File: src/hdl/pidl_pkg.sv
// Shared types and codes for the positional insert/delete list.
package pidl_pkg;

    localparam logic [1:0] FUNC_INSERT = 2'd0;
    localparam logic [1:0] FUNC_DELETE = 2'd1;
    localparam logic [1:0] FUNC_READ   = 2'd2;

    localparam logic [1:0] ST_OK     = 2'd0;
    localparam logic [1:0] ST_BADPOS = 2'd1;
    localparam logic [1:0] ST_FULL   = 2'd2;
    localparam logic [1:0] ST_EMPTY  = 2'd3;

    localparam logic [1:0] CELL_HOLD   = 2'd0;
    localparam logic [1:0] CELL_INSERT = 2'd1;
    localparam logic [1:0] CELL_DELETE = 2'd2;

    typedef struct packed {
        logic [1:0]         func;
        logic [6:0]         position;
        logic signed [31:0] value;
    } t_in;

    typedef struct packed {
        logic [1:0]         status;
        logic signed [31:0] read_value;
        logic [6:0]         count;
    } t_out;

    typedef struct packed {
        logic [1:0]         op;
        logic [6:0]         pos_m1;
        logic signed [31:0] value;
        logic               tap_load;
        logic               tap_shift;
    } t_cell_ctl;

endpackage

File: src/hdl/pidl_cell.sv
// One storage cell of the list: holds an entry and a readout tap.
module pidl_cell import pidl_pkg::*; #(
    parameter int IW  = 7,
    parameter int IDX = 0
) (
    input  logic               i_clk,
    input  t_cell_ctl          i_ctl,
    input  logic signed [31:0] i_left_data,
    input  logic signed [31:0] i_right_data,
    input  logic signed [31:0] i_right_tap,
    output logic signed [31:0] o_data,
    output logic signed [31:0] o_tap
);

    localparam logic [IW-1:0] IdxV = IW'(IDX);

    logic signed [31:0] r_data;
    logic signed [31:0] n_data;
    logic signed [31:0] r_tap;
    logic signed [31:0] n_tap;
    logic [IW-1:0]      pos;

    assign pos = IW'(i_ctl.pos_m1);

    always_comb begin
        n_data = r_data;
        case (i_ctl.op)
            CELL_INSERT: begin
                if (IdxV == pos) begin
                    n_data = i_ctl.value;
                end else if (IdxV > pos) begin
                    n_data = i_left_data;
                end
            end
            CELL_DELETE: begin
                if (IdxV >= pos) begin
                    n_data = i_right_data;
                end
            end
            default: n_data = r_data;
        endcase
    end

    always_comb begin
        n_tap = r_tap;
        if (i_ctl.tap_load) begin
            n_tap = r_data;
        end else if (i_ctl.tap_shift) begin
            n_tap = i_right_tap;
        end
    end

    always_ff @(posedge i_clk) begin
        r_data <= n_data;
        r_tap  <= n_tap;
    end

    assign o_data = r_data;
    assign o_tap  = r_tap;

endmodule
File: config.mk
export PLATFORM = sky130hd
export DESIGN_NAME = pidl_cell
export DESIGN_NICKNAME = d
export VERILOG_FILES = /design/src/hdl/pidl_pkg.sv /design/src/hdl/pidl_cell.sv
export SDC_FILE = /design/constraint.sdc
export NUM_CORES = 1
export LEC_CHECK = 0
export ABC_CLOCK_PERIOD_IN_PS = 3890
export BUFFER_PORTS_ARGS = -buffer_cell sky130_fd_sc_hd__clkbuf_2
export CORE_ASPECT_RATIO = 2
export CORE_MARGIN = 3
export CORE_UTILIZATION = 44
export CTS_BUF_LIST = sky130_fd_sc_hd__clkbuf_8
export DETAILED_ROUTE_END_ITERATION = 10
export GPL_ROUTABILITY_DRIVEN = 0
export GPL_TIMING_DRIVEN = 1
export PLACE_DENSITY = 0.79
export SETUP_SLACK_MARGIN = 0.02
export SYNTH_ARGS = -nofsm -noshare
export SYNTH_HDL_FRONTEND = slang
export SYNTH_SLANG_ARGS = --single-unit
File: constraint.sdc
create_clock -name i_clk -period 3.89 [get_ports i_clk]
set_input_delay 0.1945 -clock i_clk [delete_from_list [all_inputs] [get_ports i_clk]]
set_output_delay 0.1945 -clock i_clk [all_outputs]
set_load 0.005 [all_outputs]
# After elaboration in Yosys (flattened, before gate mapping)
# Index checks and enable logic that the tools add are counted.
# totals
ff_bits	64
input_bits	140
out_inout_bits	64
word_cells	18
# op_classes
magnitude_cmp	2
n_eq_ne	4
n_mux	6
reduce_logical	4
# ops
operator	count
two-way mux 32 bit	5
one-hot mux 32 bit (2 select lines)	1
>= comparator 1 x 7 -> 1 bit, first input constant	1
greater-than comparator 1 x 7 -> 1 bit, first input constant	1
zero test 7 bit	1
nonzero test 2 bit	2
!= test 3 bit, second input constant	1
AND reduction 3 bit	1
== test 2 x 1 -> 1 bit, second input constant	1
== test 2 bit, second input constant	1
!= test 2 bit, second input constant	1

# Longest topological paths before layout
# depth
word_depth	4
depth_mapped	6
mapped_depth_nobuf	3

# Worst setup path after synthesis
# OpenSTA, ideal clock, no wires.
# synth_timing
kind	input -> register
startpoint	input port i_ctl[38] in the netlist's numbering
endpoint	register r_data[0], in the netlist o_data[0], enable pin
setup_time_ns	0.432
arrival_time_ns	2.941
required_time_ns	3.458
setup_slack_ns	0.517
stages	6
n_path_buf	3
path_cell_list	or4_1 > buf_2 > or2_1 > buf_6 > buf_6 > a21oi_1
# synth_between
elab_chain_cells	3
elab_cells_between_ends	6
cone_classes	2 x order compare; 2 x eq/ne; 2 x reduce/logical
# synth_lines
element	line	text
start: declaration	pidl_cell.sv:7	input t_cell_ctl i_ctl,
greater-than comparator 1 x 7 -> 1 bit (tied with other cells)	pidl_cell.sv:31	end else if (IdxV > pos) begin
!= test 3 bit (no source line) or != test 2 bit (tied branches)	-	
AND reduction 3 bit (no source line) *	-	
end signal: assignment	pidl_cell.sv:54	r_data <= n_data;
end: declaration	pidl_cell.sv:17	logic signed [31:0] r_data;
# Mark *: on every way between the ends. The rest lies on a longest branch, timed or not.
# A chain may end at the register's enable or synchronous reset.

# Worst setup path in the final report
# layout_timing
startpoint	input port i_ctl[38] in the netlist's numbering
endpoint	register r_data[17], in the netlist o_data[17], enable pin
# The elaborated chain is that of the path after synthesis.

==> flow_metrics.py <==
metrics = {
    "outcome": {
        "run_status": "finished, final reports clean",
    },
    "drt": {
        "routed_wirelength_mm": 9.249,
        "wire_per_inst_um": 16.94,
        "residual_antenna_violating_net_count_after_detailed_routing": 0,
        "initialDrtViolationCount": 114,
        "route.detailed.vias_per_inst": 5.251,
        "drcViolationCount": 0,
        "route.vias.total": 2867,
        "first_pass_iteration_count_of_the_detailed_router": 4,
    },
    "clocking": {
        "worst_skew_pair.late_latency_ns": 0.35,
        "numClockSinks": 64,
        "cts_tree": "built",
        "post_cts_resize_count": 0,
        "cts_max_path_buffers": 2,
        "cts.htree.levels": 3,
        "setup_buffers_after_cts": 0,
        "clock_buffers_created_by_tritoncts": 9,
        "ctsRootBufferMaster": "sky130_fd_sc_hd__clkbuf_8",
        "clk_pin_slew_ns": 0.06,
        "cts_hold_buffers": 0,
    },
    "floorplan": {
        "die_area_um2": 8496,
        "die_width_um": 66.70,
        "die_height_um": 127.4,
        "start_util_pct": 46.00,
        "core_area_um2": 7048,
        "num_io_pins": 204,
        "fp-row-count": 43,
    },
    "synth": {
        "seq_area_frac_synth_pct": 59.28,
        "yosys_warnings": 0,
        "syn_area_um2": 3242,
        "synth_top_cell_area_share_pct": 59.28,
        "synthesis.instances": 260,
        "synthesis.area_per_instance_um2": 12.47,
        "post-synth-top-area-cell": "sky130_fd_sc_hd__edfxtp_1",
        "yosys-top-cells-area": "sky130_fd_sc_hd__edfxtp_1, sky130_fd_sc_hd__mux2_2, sky130_fd_sc_hd__o211ai_1",
        "synth.ff_latch_count": 64,
        "netlist-cell-type-count": 20,
        "synth.net_count": 400,
    },
    "worst_setup_path": {
        "worst_path_max_delay_cell": "sky130_fd_sc_hd__a21oi_4",
        "largest_driver_fanout_on_the_critical_path": 33,
        "critPathLaunchType": "input pin",
        "crit_path_cells": "clkbuf_2, or4_1, buf_4, or2_1, a21oi_4",
        "cp.required_ns": 3.85,
        "crit_path_max_incr_delay_ns": 0.89,
        "critPathKind": "input pin to flop",
        "timing.critical_path.to_type": "flop",
        "cp.arrival_ns": 2.50,
    },
    "sta": {
        "setup-tns-final_ns": 0,
        "tightest_slew_ns": 1.099,
        "grt_setup_unrepaired": "false",
        "final_worst_slack_ns": 1.353,
        "achievable-frequency_mhz": 394.1,
        "fin_skew_ns": 0.007263,
        "setup-violations-final": 0,
        "timing.max_slew.rel_slack_pct": 26.12,
        "min_period_over_period_pct": 65.23,
        "worst_hold_slack_ns": 0.1454,
        "slew_viol_final": 0,
        "min_period_ns": 2.537,
        "hold_viol_final": 0,
    },
    "power_and_ir_drop": {
        "power-per-cell-area_nw_per_um2": 330.2,
        "internal_portion_of_total_power_mw": 1.123,
        "peak_supply_drop_v": 0.0001527,
        "switching_share_pct": 23.61,
        "power_mw": 1.470,
        "reg_power_share_pct": 54.3,
        "power_frac_clock_pct": 31.2,
        "switching_power_uw": 347.1,
        "share_comb_of_total_power_pct": 14.5,
        "leakage_nw": 1.930,
    },
    "grt": {
        "grt_util_all_layers_pct": 22.35,
        "grt_antenna_before_repair": 0,
        "via_count_of_the_first_global_routing_pass": 2878,
        "maximum_number_of_pins_on_one_net_before_global_route_repair": 65,
        "grt_overflow": 0,
        "grt_pass1_wl_mm": 13.89,
    },
    "final_layout": {
        "post_route_cells_drive_above_1_share_pct": 57.89,
        "n_antenna_cell": 0,
        "fillerInstances": 613,
        "nets": 591,
        "final_design_area_no_fill_um2": 4453,
        "most_frequent_cells_in_the_layout": "sky130_fd_sc_hd__clkbuf_2, sky130_fd_sc_hd__edfxtp_1, sky130_fd_sc_hd__nand2_1",
        "final_common_cell": "sky130_fd_sc_hd__clkbuf_2",
        "utilization_pct": 63.18,
        "flow.area_growth_from_synthesis_pct": 37.36,
        "finish.cell_count_without_fillers": 546,
    },
    "placed_design": {
        "place.port_buffers": 203,
        "post-dp-hpwl_mm": 7.334,
        "placement.cell_area_um2": 4298,
        "dp_cells": 530,
        "dp_slack_ns": 0.9880,
    },
    "min_path": {
        "min-delay-path-class": "input pin to flop",
    },
    "run": {
        "maxCapViolCount": 0,
    },
}
==> Yosys cell counts, drive strengths merged <==
master  count
nor2       16
nand2      34
or2         2
nor4        1
or4         1
a21oi       1
nand4b     15
or3         1
o21ai      15
a31oi      15
edfxtp     64
mux2       32
o211ai     34
clkbuf     22
buf         4
nand2b      2
nor2b       1
==> final cells by class <==
cell class / count / area [µm²] / share of cell area, %
multi-input combinational: 170 / 1225 / 27.51
clock inverter: 7 / 31.28 / 0.7024
tap: 90 / 112.6 / 2.529
sequential: 64 / 1922 / 43.16
clock buffer: 9 / 123.9 / 2.782
timing repair buffer: 206 / 1039 / 23.32
==> state kept, by name, summed over array words and instances (netlist names) <==
register  flops
o_tap        32
o_data       32
==> critical path, delay by kind of cell <==
family | cells | cell delay [ns]
simple gates | 2 | 1.07
compound gates | 1 | 0.89
buf+inv | 2 | 0.33
==> power by group through the flow <==
stage                     clock network, mW  registers [mW]  logic [mW]
after floorplan                           0           0.817      0.0940
after detailed placement                  0           0.814       0.212
after global placement                    0           0.813       0.208
final                                 0.458           0.799       0.213
after CTS                             0.474           0.799       0.214
after global routing                  0.507           0.801       0.235
==> kinds of logic after synthesis <==
| logic type | count (synthesis) | synth area share [%] |
|---|---|---|
| and+or+nand+nor | 73 | 11.42 |
| DFF | 64 | 59.28 |
| AOI/OAI and AO/OA | 65 | 14.63 |
| muxes | 32 | 11.12 |
| buffers and inverters | 26 | 3.551 |
==> metal layers <==
metal | track usage [%] | wire length (µm) | share of wire (%)
met1 | 24.21 | 3282 | 35
met5 | 0 | 0 | 0
met2 | 39.75 | 5092 | 55
met3 | 5.013 | 587 | 6.3
met4 | 10.66 | 286 | 3.1
==> worst paths after layout <==
path / from / end / slack [ns] / cells after the start
max: i_ctl[38] / o_data[17] / 1.35 / 5
min: i_right_data[15] / o_data[15] / 0.15 / 3
max reg2reg: o_data[25] / o_tap[25] / 2.93 / 1
min reg2reg: o_data[4] / o_tap[4] / 0.59 / 1
(Power assumes the default switching activity.)
